[src/modular_inverse_macros.svh]
// Assertion macros for the modular inverse block.
// Needs nothing else; included by the files that carry assertions.
`ifndef MODULAR_INVERSE_MACROS_SVH
`define MODULAR_INVERSE_MACROS_SVH

// Same-cycle implication, disabled while reset is low.
`define MI_ASSERT_IMP(lbl, clk, rstn, ante, cons, msg) \
    lbl: assert property (@(posedge clk) disable iff (!rstn) (ante) |-> (cons)) \
        else $error(msg);

// Next-cycle implication, disabled while reset is low.
`define MI_ASSERT_NXT(lbl, clk, rstn, ante, cons, msg) \
    lbl: assert property (@(posedge clk) disable iff (!rstn) (ante) |=> (cons)) \
        else $error(msg);

`endif

[src/mi_pkg.sv]
// Shared types, widths and codes of the modular inverse block.
// No dependencies.
package mi_pkg;

    localparam int DATA_WIDTH = 32;
    localparam int FIELD_W    = 32;
    localparam int CNT_W      = $clog2(DATA_WIDTH);

    localparam logic [1:0] ST_OK             = 2'd0;
    localparam logic [1:0] ST_NOT_INVERTIBLE = 2'd1;
    localparam logic [1:0] ST_BAD_MODULUS    = 2'd2;

    typedef struct packed {
        logic [FIELD_W-1:0] operand_value;
        logic [FIELD_W-1:0] modulus;
    } mi_in_t;

    typedef struct packed {
        logic [FIELD_W-1:0] inverse;
        logic [1:0]         status;
    } mi_out_t;

    typedef enum logic [2:0] {
        S_IDLE,
        S_CHECK,
        S_REDUCE,
        S_TEST,
        S_DIVIDE,
        S_FIX,
        S_DONE
    } mi_state_t;

    typedef struct packed {
        logic load;         // capture a new request
        logic div_start;    // launch the divider
        logic div_reduce;   // divider works on operand / modulus
        logic load_euclid;  // seed the remainder and coefficient pairs
        logic update;       // advance one Euclid step
        logic fix;          // fold the final coefficient below the modulus
        logic out_write;    // load the output register
    } mi_cmd_t;

    typedef struct packed {
        logic div_done;
        logic p_small;
        logic r_zero;
        logic out_free;
    } mi_stat_t;

endpackage

[src/mi_divider.sv]
// Restoring shift-subtract divider, one quotient bit per cycle, MSB first.
// Depends on mi_pkg for the data width.
module mi_divider (
    input  logic                          aclk,
    input  logic                          aresetn,
    input  logic                          start,
    input  logic [mi_pkg::DATA_WIDTH-1:0] dividend,
    input  logic [mi_pkg::DATA_WIDTH-1:0] divisor,
    output logic                          busy,
    output logic                          q_bit,
    output logic                          done,
    output logic [mi_pkg::DATA_WIDTH-1:0] remainder
);
    import mi_pkg::*;

    logic [DATA_WIDTH-1:0] dvd_reg, dvd_next;
    logic [DATA_WIDTH-1:0] dvs_reg, dvs_next;
    logic [DATA_WIDTH-1:0] rem_reg, rem_next;
    logic [CNT_W-1:0]      cnt_reg, cnt_next;
    logic                  busy_reg, busy_next;
    logic                  done_reg, done_next;
    logic [DATA_WIDTH:0]   shifted;
    logic [DATA_WIDTH:0]   diff;
    logic                  ge;

    assign shifted = {rem_reg, dvd_reg[DATA_WIDTH-1]};
    assign ge      = shifted >= {1'b0, dvs_reg};
    assign diff    = shifted - {1'b0, dvs_reg};

    always_comb begin
        dvd_next  = dvd_reg;
        dvs_next  = dvs_reg;
        rem_next  = rem_reg;
        cnt_next  = cnt_reg;
        busy_next = busy_reg;
        done_next = 1'b0;
        if (start) begin
            dvd_next  = dividend;
            dvs_next  = divisor;
            rem_next  = '0;
            cnt_next  = '0;
            busy_next = 1'b1;
        end else if (busy_reg) begin
            dvd_next = {dvd_reg[DATA_WIDTH-2:0], ge};
            rem_next = ge ? diff[DATA_WIDTH-1:0] : shifted[DATA_WIDTH-1:0];
            cnt_next = cnt_reg + 1'b1;
            if (cnt_reg == CNT_W'(DATA_WIDTH - 1)) begin
                busy_next = 1'b0;
                done_next = 1'b1;
            end
        end
    end

    always_ff @(posedge aclk) begin
        if (!aresetn) begin
            busy_reg <= 1'b0;
            done_reg <= 1'b0;
            cnt_reg  <= '0;
        end else begin
            busy_reg <= busy_next;
            done_reg <= done_next;
            cnt_reg  <= cnt_next;
        end
        dvd_reg <= dvd_next;
        dvs_reg <= dvs_next;
        rem_reg <= rem_next;
    end

    assign busy      = busy_reg;
    assign q_bit     = ge;
    assign done      = done_reg;
    assign remainder = rem_reg;

endmodule

[src/mi_datapath.sv]
// Remainder and coefficient registers, divider, result logic and output register.
// Depends on mi_pkg and mi_divider.
module mi_datapath (
    input  logic             aclk,
    input  logic             aresetn,
    input  mi_pkg::mi_cmd_t  cmd,
    output mi_pkg::mi_stat_t stat,
    input  mi_pkg::mi_in_t   s_data,
    output logic             m_valid,
    input  logic             m_ready,
    output mi_pkg::mi_out_t  m_data
);
    import mi_pkg::*;

    logic [DATA_WIDTH-1:0] a_reg, p_reg;
    logic [DATA_WIDTH-1:0] r_prev_reg, r_cur_reg;
    logic [DATA_WIDTH-1:0] c_prev_reg, c_cur_reg;
    logic [DATA_WIDTH-1:0] acc_reg;
    logic                  odd_reg;
    logic                  out_valid_reg, out_valid_next;
    mi_out_t               out_data_reg;

    logic                  div_busy, div_qbit, div_done;
    logic [DATA_WIDTH-1:0] div_rem;
    logic [DATA_WIDTH-1:0] inv_val;
    mi_out_t               result;

    mi_divider u_div (
        .aclk      (aclk),
        .aresetn   (aresetn),
        .start     (cmd.div_start),
        .dividend  (cmd.div_reduce ? a_reg : r_prev_reg),
        .divisor   (cmd.div_reduce ? p_reg : r_cur_reg),
        .busy      (div_busy),
        .q_bit     (div_qbit),
        .done      (div_done),
        .remainder (div_rem)
    );

    always_ff @(posedge aclk) begin
        if (cmd.load) begin
            a_reg <= DATA_WIDTH'(s_data.operand_value);
            p_reg <= DATA_WIDTH'(s_data.modulus);
        end
        // Build q * c_cur from the quotient bits as the divider emits them
        if (cmd.div_start) begin
            acc_reg <= '0;
        end else if (div_busy) begin
            acc_reg <= {acc_reg[DATA_WIDTH-2:0], 1'b0} + (div_qbit ? c_cur_reg : '0);
        end
        if (cmd.load_euclid) begin
            r_prev_reg <= p_reg;
            r_cur_reg  <= div_rem;
            c_prev_reg <= '0;
            c_cur_reg  <= DATA_WIDTH'(1);
            odd_reg    <= 1'b0;
        end else if (cmd.update) begin
            r_prev_reg <= r_cur_reg;
            r_cur_reg  <= div_rem;
            c_prev_reg <= c_cur_reg;
            c_cur_reg  <= c_prev_reg + acc_reg;
            odd_reg    <= ~odd_reg;
        end else if (cmd.fix) begin
            if (c_prev_reg >= p_reg) begin
                c_prev_reg <= c_prev_reg - p_reg;
            end
        end
    end

    // Final coefficient is positive after an odd step count, negative otherwise
    assign inv_val = odd_reg ? c_prev_reg :
                     (c_prev_reg == '0) ? '0 : p_reg - c_prev_reg;

    always_comb begin
        priority if (stat.p_small) begin
            result.status  = ST_BAD_MODULUS;
            result.inverse = '0;
        end else if (r_prev_reg != DATA_WIDTH'(1)) begin
            result.status  = ST_NOT_INVERTIBLE;
            result.inverse = '0;
        end else begin
            result.status  = ST_OK;
            result.inverse = FIELD_W'(inv_val);
        end
    end

    always_comb begin
        out_valid_next = out_valid_reg;
        if (cmd.out_write) begin
            out_valid_next = 1'b1;
        end else if (m_ready) begin
            out_valid_next = 1'b0;
        end
    end

    always_ff @(posedge aclk) begin
        if (!aresetn) begin
            out_valid_reg <= 1'b0;
        end else begin
            out_valid_reg <= out_valid_next;
        end
        if (cmd.out_write) begin
            out_data_reg <= result;
        end
    end

    assign stat.div_done = div_done;
    assign stat.p_small  = p_reg < DATA_WIDTH'(2);
    assign stat.r_zero   = r_cur_reg == '0;
    assign stat.out_free = !out_valid_reg || m_ready;

    assign m_valid = out_valid_reg;
    assign m_data  = out_data_reg;

endmodule

[src/mi_ctrl.sv]
// Sequencer for the modular inverse: reduce, Euclid steps, fix-up, result.
// Depends on mi_pkg.
module mi_ctrl (
    input  logic             aclk,
    input  logic             aresetn,
    input  logic             s_valid,
    output logic             s_ready,
    input  mi_pkg::mi_stat_t stat,
    output mi_pkg::mi_cmd_t  cmd
);
    import mi_pkg::*;

    mi_state_t state_reg, state_next;

    always_comb begin
        state_next = state_reg;
        unique case (state_reg)
            S_IDLE:   if (s_valid) state_next = S_CHECK;
            S_CHECK:  state_next = stat.p_small ? S_DONE : S_REDUCE;
            S_REDUCE: if (stat.div_done) state_next = S_TEST;
            S_TEST:   state_next = stat.r_zero ? S_FIX : S_DIVIDE;
            S_DIVIDE: if (stat.div_done) state_next = S_TEST;
            S_FIX:    state_next = S_DONE;
            S_DONE:   if (stat.out_free) state_next = S_IDLE;
            default:  state_next = S_IDLE;
        endcase
    end

    always_comb begin
        cmd     = '0;
        s_ready = 1'b0;
        unique case (state_reg)
            S_IDLE: begin
                s_ready  = 1'b1;
                cmd.load = s_valid;
            end
            S_CHECK: begin
                cmd.div_reduce = 1'b1;
                cmd.div_start  = !stat.p_small;
            end
            S_REDUCE: begin
                cmd.div_reduce  = 1'b1;
                cmd.load_euclid = stat.div_done;
            end
            S_TEST:   cmd.div_start = !stat.r_zero;
            S_DIVIDE: cmd.update    = stat.div_done;
            S_FIX:    cmd.fix       = 1'b1;
            S_DONE:   cmd.out_write = stat.out_free;
            default:  cmd = '0;
        endcase
    end

    always_ff @(posedge aclk) begin
        if (!aresetn) begin
            state_reg <= S_IDLE;
        end else begin
            state_reg <= state_next;
        end
    end

endmodule

[src/modular_inverse.sv]
// Top level of the modular inverse (extended Euclid) block.
// Depends on mi_pkg, mi_ctrl, mi_datapath and modular_inverse_macros.svh.
//
//   channel | ports                      | payload
//   --------+----------------------------+---------------------------
//   request | s_valid, s_ready, s_data   | operand_value, modulus
//   result  | m_valid, m_ready, m_data   | inverse, status
//
// One request at a time. Each Euclid step runs one full division on the
// bit-per-cycle divider, so the time a request takes grows with its step count.
// A modulus below two is answered without starting the divider.
// Reset is synchronous, active low. A waiting result in the output register does
// not block the next request; only a second finished result stalls until taken.
`include "modular_inverse_macros.svh"

module modular_inverse (
    input  logic            aclk,
    input  logic            aresetn,
    input  logic            s_valid,
    output logic            s_ready,
    input  mi_pkg::mi_in_t  s_data,
    output logic            m_valid,
    input  logic            m_ready,
    output mi_pkg::mi_out_t m_data
);
    import mi_pkg::*;

    mi_cmd_t  cmd;
    mi_stat_t stat;

    mi_ctrl u_ctrl (
        .aclk    (aclk),
        .aresetn (aresetn),
        .s_valid (s_valid),
        .s_ready (s_ready),
        .stat    (stat),
        .cmd     (cmd)
    );

    mi_datapath u_dp (
        .aclk    (aclk),
        .aresetn (aresetn),
        .cmd     (cmd),
        .stat    (stat),
        .s_data  (s_data),
        .m_valid (m_valid),
        .m_ready (m_ready),
        .m_data  (m_data)
    );

    `MI_ASSERT_NXT(a_busy_after_req, aclk, aresetn, s_valid && s_ready, !s_ready, "ready after accept")
    `MI_ASSERT_IMP(a_err_zero, aclk, aresetn, m_valid && m_data.status != ST_OK, m_data.inverse == '0, "error with nonzero inverse")
    `MI_ASSERT_IMP(a_ok_nonzero, aclk, aresetn, m_valid && m_data.status == ST_OK, m_data.inverse != '0, "zero inverse reported ok")

endmodule
[config.mk]
export PLATFORM = sky130hd
export DESIGN_NAME = modular_inverse
export DESIGN_NICKNAME = d
export VERILOG_FILES = /design/src/mi_pkg.sv /design/src/mi_divider.sv /design/src/mi_datapath.sv /design/src/mi_ctrl.sv /design/src/modular_inverse.sv
export VERILOG_INCLUDE_DIRS = /design/src /design/src/src
export SDC_FILE = /design/constraint.sdc
export NUM_CORES = 1
export LEC_CHECK = 0
export ABC_AREA = 1
export BUFFER_PORTS_ARGS = -buffer_cell sky130_fd_sc_hd__buf_2
export CORE_AREA = 2 2 247 249
export CTS_BUF_LIST = sky130_fd_sc_hd__clkbuf_4
export DETAILED_ROUTE_END_ITERATION = 7
export DIE_AREA = 0 0 249 251
export HOLD_SLACK_MARGIN = 0.1
export PLACE_DENSITY = 0.56
export SLEW_MARGIN = 0
export SYNTH_ARGS = -nofsm -noshare
export SYNTH_HDL_FRONTEND = slang
export SYNTH_SLANG_ARGS = --single-unit
[constraint.sdc]
create_clock -name aclk -period 5.2 [get_ports aclk]
set_input_delay 0.78 -clock aclk [delete_from_list [all_inputs] [get_ports aclk]]
set_output_delay 0.78 -clock aclk [all_outputs]
set_load 0.005 [all_outputs]
==> metrics.csv, run 1 <==
metric,value,unit
vias,23100,
die_y,251,um
fmax,0.243,GHz
drt_iter0_markers,2043,
drt-vias-per-instance,5.19,
cts_tree,done,
post_cts_buffers,0,
critPathSlowestCell,buf_4,
syn_area_per_cell,7.29,um^2
reg2reg_depth,23,
synth_cells,3401,
rsz0062_at_grt,false,
startpoint,u_dp.u_div.dvs_reg[28],
cts_resized,0,
cp-start-kind,flop,
io_pins,104,
grt_pass1_wl,128000,um
critPathMaxStageDelay,0.38,ns
synth_area,24800,um^2
finalSetupTns,0,ns
cp_cell_sequence,inv_1 > ha_1 > a21oi_1 > nand2_1 > a21oi_1 > nand2_1 > nor2_1 > nand2_4 > inv_2 > buf_4 > nor2_1 > ha_1 > nand2_1 > inv_1 > nand2_1 > nand2_1 > a21oi_1 > o21ai_0 > nand2_1 > inv_1 > o21ai_0 > nand2_1 > o21ai_0,
cp.arrival,4.88,ns
areaGrowthSynthToFinish,13.0,%
finalPower,13.1,mW
hold_path.class,input pin to flop,
grt-ovfl-total,0,
synth_edf_count,226,
synth_top_family_by_area,simple AND/OR/NAND/NOR gates,
synth_ff_type,edfxtp_1,
ir_worst_vdd,0.000343,V
leakage,12.7,nW
antenna_found_initial,2,
end_kind,flop,
slew_violations,0,
place.gp.congestion,0.981,
clock-root-buffer,clkbuf_4,
cp_max_fo,29,
grt_max_degree,105,
ys_ff_latch,366,
maxCapViolCount,0,
insertion_delay,0.91,ns
synth_compound_area_frac,0.140,
gr-usage-all-layers,0.266,
grt_pass1_vias,21700,
coreArea,59800,um^2
nFillCells,6165,
r2r-start,u_dp.u_div.dvs_reg[28],
synth_fp_nets,3632,
drc_errors,0,
ys.warnings.count,0,
largest_register_ffs,34,
synthAdderAreaFrac,0.0837,
synth_area_leaders,"edfxtp_1 27%, nand2_1 15%, dfxtp_1 11%",
whs_path_depth,4,
fin_crit,4.11,ns
initial_core_util,0.415,
cts.path.max_buffers,3,
reg2reg_to,u_dp.acc_reg[21],
dieArea,62500,um^2
worstPathRequired,5.97,ns
synth_top_area_frac,0.274,
ctsHtreeMaxLevel,3,
hold_end,u_dp.m_valid,
path_clk_slew,0.07,ns
hold_viol_final,0,
port_buffers,103,
crit_top_cell,nand2_1,
wl_per_cell,18.8,um
async_flop_share,0,
rows,90,
synth_largest_area_cell,edfxtp_1,
fin_util,0.469,
setup_viol,0,
worstMarginPinSlew,1.12,ns
synth-xor-area-share,0.0219,
finish.net_count,3831,
drive_above_1_share,0.101,
fin_hold_ws,0.259,ns
ant_nets,0,
cts_buffers,102,
drt_wl_total,83800,um
first_pass_iters,6,
fin_crit_sh,0.791,
yosysSeqAreaShare,0.387,
holdCritStartpoint,m_ready,
clock_sinks,366,
synth_cell_type_count,48,
rrSetupSlack,1.09,ns
synth-simple-area-share,0.259,
powerDensity,466,nW/um^2
criticalPathCategory,flop to flop,
slew_headroom,0.250,
die_w,249,um
dp_hpwl,64800,um
finClkSkew,0.0840,ns
synth.area.mux_share,0.0141,
status,finished clean,
## synthesized netlist by cell type, types with 2 or more instances
| master | count |
|---|---|
| o21ai_0 | 220 |
| dfxtp_1 | 140 |
| mux2_2 | 31 |
| nor2_1 | 241 |
| or2_2 | 12 |
| nand2_1 | 961 |
| o21ai_1 | 18 |
| o221ai_1 | 2 |
| or2_0 | 8 |
| xnor2_1 | 31 |
| o22ai_1 | 5 |
| edfxtp_1 | 226 |
| buf_2 | 31 |
| inv_2 | 9 |
| buf_4 | 7 |
| nand3_1 | 226 |
| a31oi_1 | 6 |
| o21a_1 | 14 |
| buf_6 | 4 |
| a21o_1 | 22 |
| o211ai_1 | 36 |
| xor2_1 | 31 |
| nand2_2 | 9 |
| nor3_1 | 18 |
| a21boi_0 | 11 |
| o21ai_2 | 2 |
| o21bai_1 | 26 |
| nor2_4 | 4 |
| nand2_4 | 3 |
| nand4_1 | 42 |
| nor2_2 | 5 |
| nand3b_1 | 3 |
| clkinv_1 | 2 |
| a21oi_1 | 265 |
| clkbuf_1 | 37 |
| buf_1 | 6 |
| clkbuf_2 | 4 |
| ha_1 | 158 |
| fa_1 | 5 |
| nor4_1 | 13 |
| nand3_2 | 2 |
| inv_1 | 499 |
## layout by cell type (no fill, tap or decap), types with 36 or more instances in the layout
cell,n
dlygate4sd3_1,64
edfxtp_1,226
inv_1,498
nand4_1,42
o211ai_1,36
buf_2,103
ha_1,158
a21oi_1,265
nand2_1,959
o21ai_0,220
nand3_1,226
nor2_1,237
clkbuf_4,160
dfxtp_1,140
## worst max-delay path by stage
stage                             endpoint  slack (ns)  cells past startpoint
after CTS                 u_dp.acc_reg[21]        1.14                     23
after global routing      u_dp.acc_reg[21]        0.77                     23
final                     u_dp.acc_reg[21]        1.09                     23
after global placement    u_dp.acc_reg[29]        1.25                     21
after detailed placement  u_dp.acc_reg[21]        1.19                     23
after floorplan              u_dp.a_reg[0]        1.24                      2
## power breakdown
group / switching [mW] / leakage, nW / internal, mW
Clock: 1.28 / 0.794 / 1.40
Combinational: 4.03 / 8.66 / 1.85
Sequential: 0.538 / 3.24 / 3.95
## metal layers
metal / part of all wire / up-vias / routed length (um) / track usage
met1: 0.49 / 10600 / 41400 / 0.398
met3: 0.070 / 110 / 5830 / 0.0436
met5: 0 / - / 0 / 0
met2: 0.41 / 789 / 34100 / 0.384
met4: 0.029 / 0 / 2420 / 0.0904
li1: - / 11600 / - / -
## cell families (layout without fill, tap and decap cells)
group	after synthesis	after routing
buf+inv	599	877
flops	366	366
other cells	0	3
xor+xnor	62	62
compound gates	631	631
fa+ha+maj	163	163
mux	31	31
simple gates	1549	1549
## worst max-delay path, delay by kind of cell (launching register included)
family	cells	cell delay, ns
AO/OA/AOI/OAI	6	1.25
AND/OR/NAND/NOR	10	1.03
adder cells (fa/ha/maj)	2	0.71
buffers and inverters	5	0.68
flip-flops	1	0.32
## area by class of cell
cell class / count / area, um^2 / area share
timing repair buffer: 184 / 1300 / 0.0463
clock inverter: 23 / 116 / 0.00415
tap: 782 / 978 / 0.0349
inverter: 510 / 1910 / 0.0683
multi-input combinational: 2436 / 12900 / 0.461
clock buffer: 160 / 1200 / 0.0429
antenna: 3 / 7.51 / 0.000268
sequential: 366 / 9590 / 0.342
## metrics by stage
stage	std cells	worst slack (ns)	area, um^2
6_report	4464	1.09	28000
5_1_grt	4463	0.767	28000
4_1_cts	4461	1.14	28000
3_5_place_dp	4214	1.19	26100
3_3_place_gp	4214	1.25	26100
2_1_floorplan	3401	1.24	24800
## what timing repair did
action                                  4_1_cts  5_1_grt
hold buffers                                 64        0
endpoints found under the hold margin        64        0
endpoints found under the setup margin        0        0
(Power assumes the default switching activity.)
==> inputs of run 2 (changes only) <==
PLACE_DENSITY = 0.59   (was 0.56)
clock period = 3.4 ns   (was 5.2 ns; I/O delays follow)
==> metrics.csv, run 2 (synthesis gave the netlist of run 1 again) <==
metric,value,unit,change
rsz0062_at_grt,true,,
path_clk_slew,0.07,ns,about the same
fmax,0.291,GHz,+20%
clock-root-buffer,clkbuf_4,,
slew_headroom,0.284,,+0.0340
cts_buffers,100,,-2.0%
die_w,249,um,unchanged
cp-start-kind,flop,,
vias,24500,,+6.0%
maxCapViolCount,0,,unchanged
violations,negative setup slack,,
die_y,251,um,unchanged
status,"finished, violations left",,
multiInputGateArea,14100,um^2,+9.1%
r2r-start,u_dp.u_div.dvs_reg[23],,
slew_violations,0,,unchanged
final_common_cell,nand2_1,,
insertion_delay,0.92,ns,about the same
hold_path.class,input pin to flop,,
drt_iter0_markers,2237,,+9.5%
reg2reg_to,u_dp.acc_reg[15],,
fin_crit_sh,1.01,,+0.221
setup.worst_path.end,u_dp.acc_reg[15],,
finish.net_count,4109,,+7.3%
final_cell_mix,"910 x nand2_1, 476 x inv_1, 279 x buf_4",,
fin_crit,3.44,ns,-0.673 ns
grt-ovfl-total,0,,unchanged
initial_core_util,0.415,,unchanged
startpoint,u_dp.u_div.dvs_reg[23],,
worstMarginPinSlew,1.07,ns,-0.0511 ns
wl_per_cell,18.5,um,-1.3%
ir_worst_vdd,0.000777,V,+130%
setup_viol,5,,+5
drt-vias-per-instance,5.17,,-0.20%
grt_pass1_vias,22700,,+4.6%
antenna_found_initial,3,,+1
end_kind,flop,,
seq_area,9590,um^2,about the same
cp.arrival,4.20,ns,-0.68 ns
dp_hpwl,67100,um,+3.6%
grt_max_degree,96,,-8.6%
drt_wl_total,87800,um,+4.8%
ant_nets,0,,unchanged
rrSetupSlack,-0.04,ns,-1.13 ns
cts_tree,done,,
gr-usage-all-layers,0.273,,+0.00776
post-place-cells,4460,,+5.8%
place.gp.congestion,1.03,,+4.8%
port_buffers,103,,unchanged
worst_slack,-0.0403,ns,-1.13 ns
busiest_layer,met1,,
met2_usage,0.397,,+0.0128
nFillCells,5781,,-6.2%
largest_register_ffs,34,,unchanged
cp_max_fo,8,,-72%
drc_errors,0,,unchanged
ctsHtreeMaxLevel,3,,unchanged
clock_sinks,366,,unchanged
grt_pass1_wl,131000,um,+2.9%
coreArea,59800,um^2,unchanged
leakage,14.2,nW,+12%
cts.path.max_buffers,3,,unchanged
first_pass_iters,7,,+1
powerDensity,750,nW/um^2,+61%
reg2reg_depth,24,,+4.3%
grt_util_met1,0.406,,+0.00775
areaGrowthSynthToFinish,26.4,%,
hold_viol_final,0,,unchanged
worstPathRequired,4.15,ns,-1.82 ns
drive_above_1_share,0.216,,+0.115
grt_util_met3,0.0483,,+0.00466
finalSetupTns,-0.0926,ns,-0.0926 ns
rows,90,,unchanged
layout.cells.non_filler,4742,,+6.2%
criticalPathCategory,flop to flop,,
io_pins,104,,unchanged
dieArea,62500,um^2,unchanged
finClkSkew,0.0825,ns,-0.00143 ns
run 2: changes by cell type in the layout (fill, tap and decap cells not counted), sizes merged:
| cell | delta |
|---|---|
| inv | -1 |
| diode | +2 |
| buf | +275 |
| clkinv | +11 |
| clkbuf | -13 |
| dlygate4sd3 | +4 |
run 2: through the flow:
stage	worst slack [ns]	power (mW)	cell area (um^2)	utilization	hold slack (ns)
5_1_grt	-0.224	25.1	31300	0.524	0.250
2_1_floorplan	0.0168	13.0	24800	-	0.434
3_3_place_gp	-0.193	17.6	27900	0.467	0.465
4_1_cts	0.00278	22.4	30400	0.509	0.229
6_report	-0.0403	23.5	31300	0.524	0.324
3_5_place_dp	-0.312	17.6	27900	0.467	0.465
run 2: critical path: stages (launching register included):
cell and delay, ns:
edfxtp_1 0.35, inv_2 0.05, ha_4 0.27, nand2_2 0.08, nor2_4 0.13, inv_1 0.07, nor2_2 0.14, inv_1 0.07
nor2_2 0.15, nand2_4 0.08, nand2_8 0.11, clkinv_8 0.09, buf_8 0.14, nor2_1 0.12, ha_1 0.29, a21oi_1 0.24
o21ai_0 0.13, a21oi_1 0.12, o21ai_1 0.09, buf_4 0.16, buf_4 0.13, xnor2_1 0.13, nand2_1 0.06, o211ai_1 0.08
inv_1 0.05
run 2: per-layer routing:
layer	vias up	wire length (um)
li1	12200	-
met1	11300	41900
met2	893	36300
met3	139	6920
met5	-	0
met4	0	2750
run 2: area by class of cell:
| cell class | instances | share of cell area |
|---|---|---|
| Multi-Input combinational cell | 2436 | 0.450 |
| Sequential cell | 366 | 0.306 |
| Timing Repair Buffer | 463 | 0.110 |
| Inverter | 510 | 0.0616 |
| Clock buffer | 147 | 0.0352 |
| Tap cell | 782 | 0.0312 |
| Clock inverter | 32 | 0.00579 |
| Antenna cell | 5 | 0.000399 |
| Timing Repair inverter | 1 | 0.000200 |
run 2: what timing repair did:
item / in CTS / in global routing
cloned: 0 / 1
endpoints found under the setup margin: 24 / 25
buffers inserted: 9 / 22
pin swaps: 27 / 72
hold buffers: 68 / 0
gates resized for setup: 88 / 206
endpoints found under the hold margin: 74 / 0
run 2: power breakdown:
| group | total [mW] | switching, mW | internal (mW) |
|---|---|---|---|
| Combinational | 12.7 | 7.48 | 5.19 |
| Clock | 4.02 | 2.01 | 2.01 |
| Sequential | 6.83 | 0.790 | 6.04 |
run 2: worst min path at each step:
stage / to / cells after the start / slack, ns / from
global route: u_dp.a_reg[13] / 2 / 0.25 / s_data[45]
detailed placement: u_dp.acc_reg[31] / 2 / 0.46 / u_dp.acc_reg[31]
global placement: u_dp.u_div.cnt_reg[4] / 2 / 0.46 / u_dp.u_div.cnt_reg[4]
finish: u_dp.a_reg[20] / 2 / 0.32 / s_data[52]
CTS: u_dp.a_reg[17] / 2 / 0.23 / s_data[49]
floorplan: u_dp.r_cur_reg[20] / 0 / 0.43 / u_dp.u_div.remainder[20]
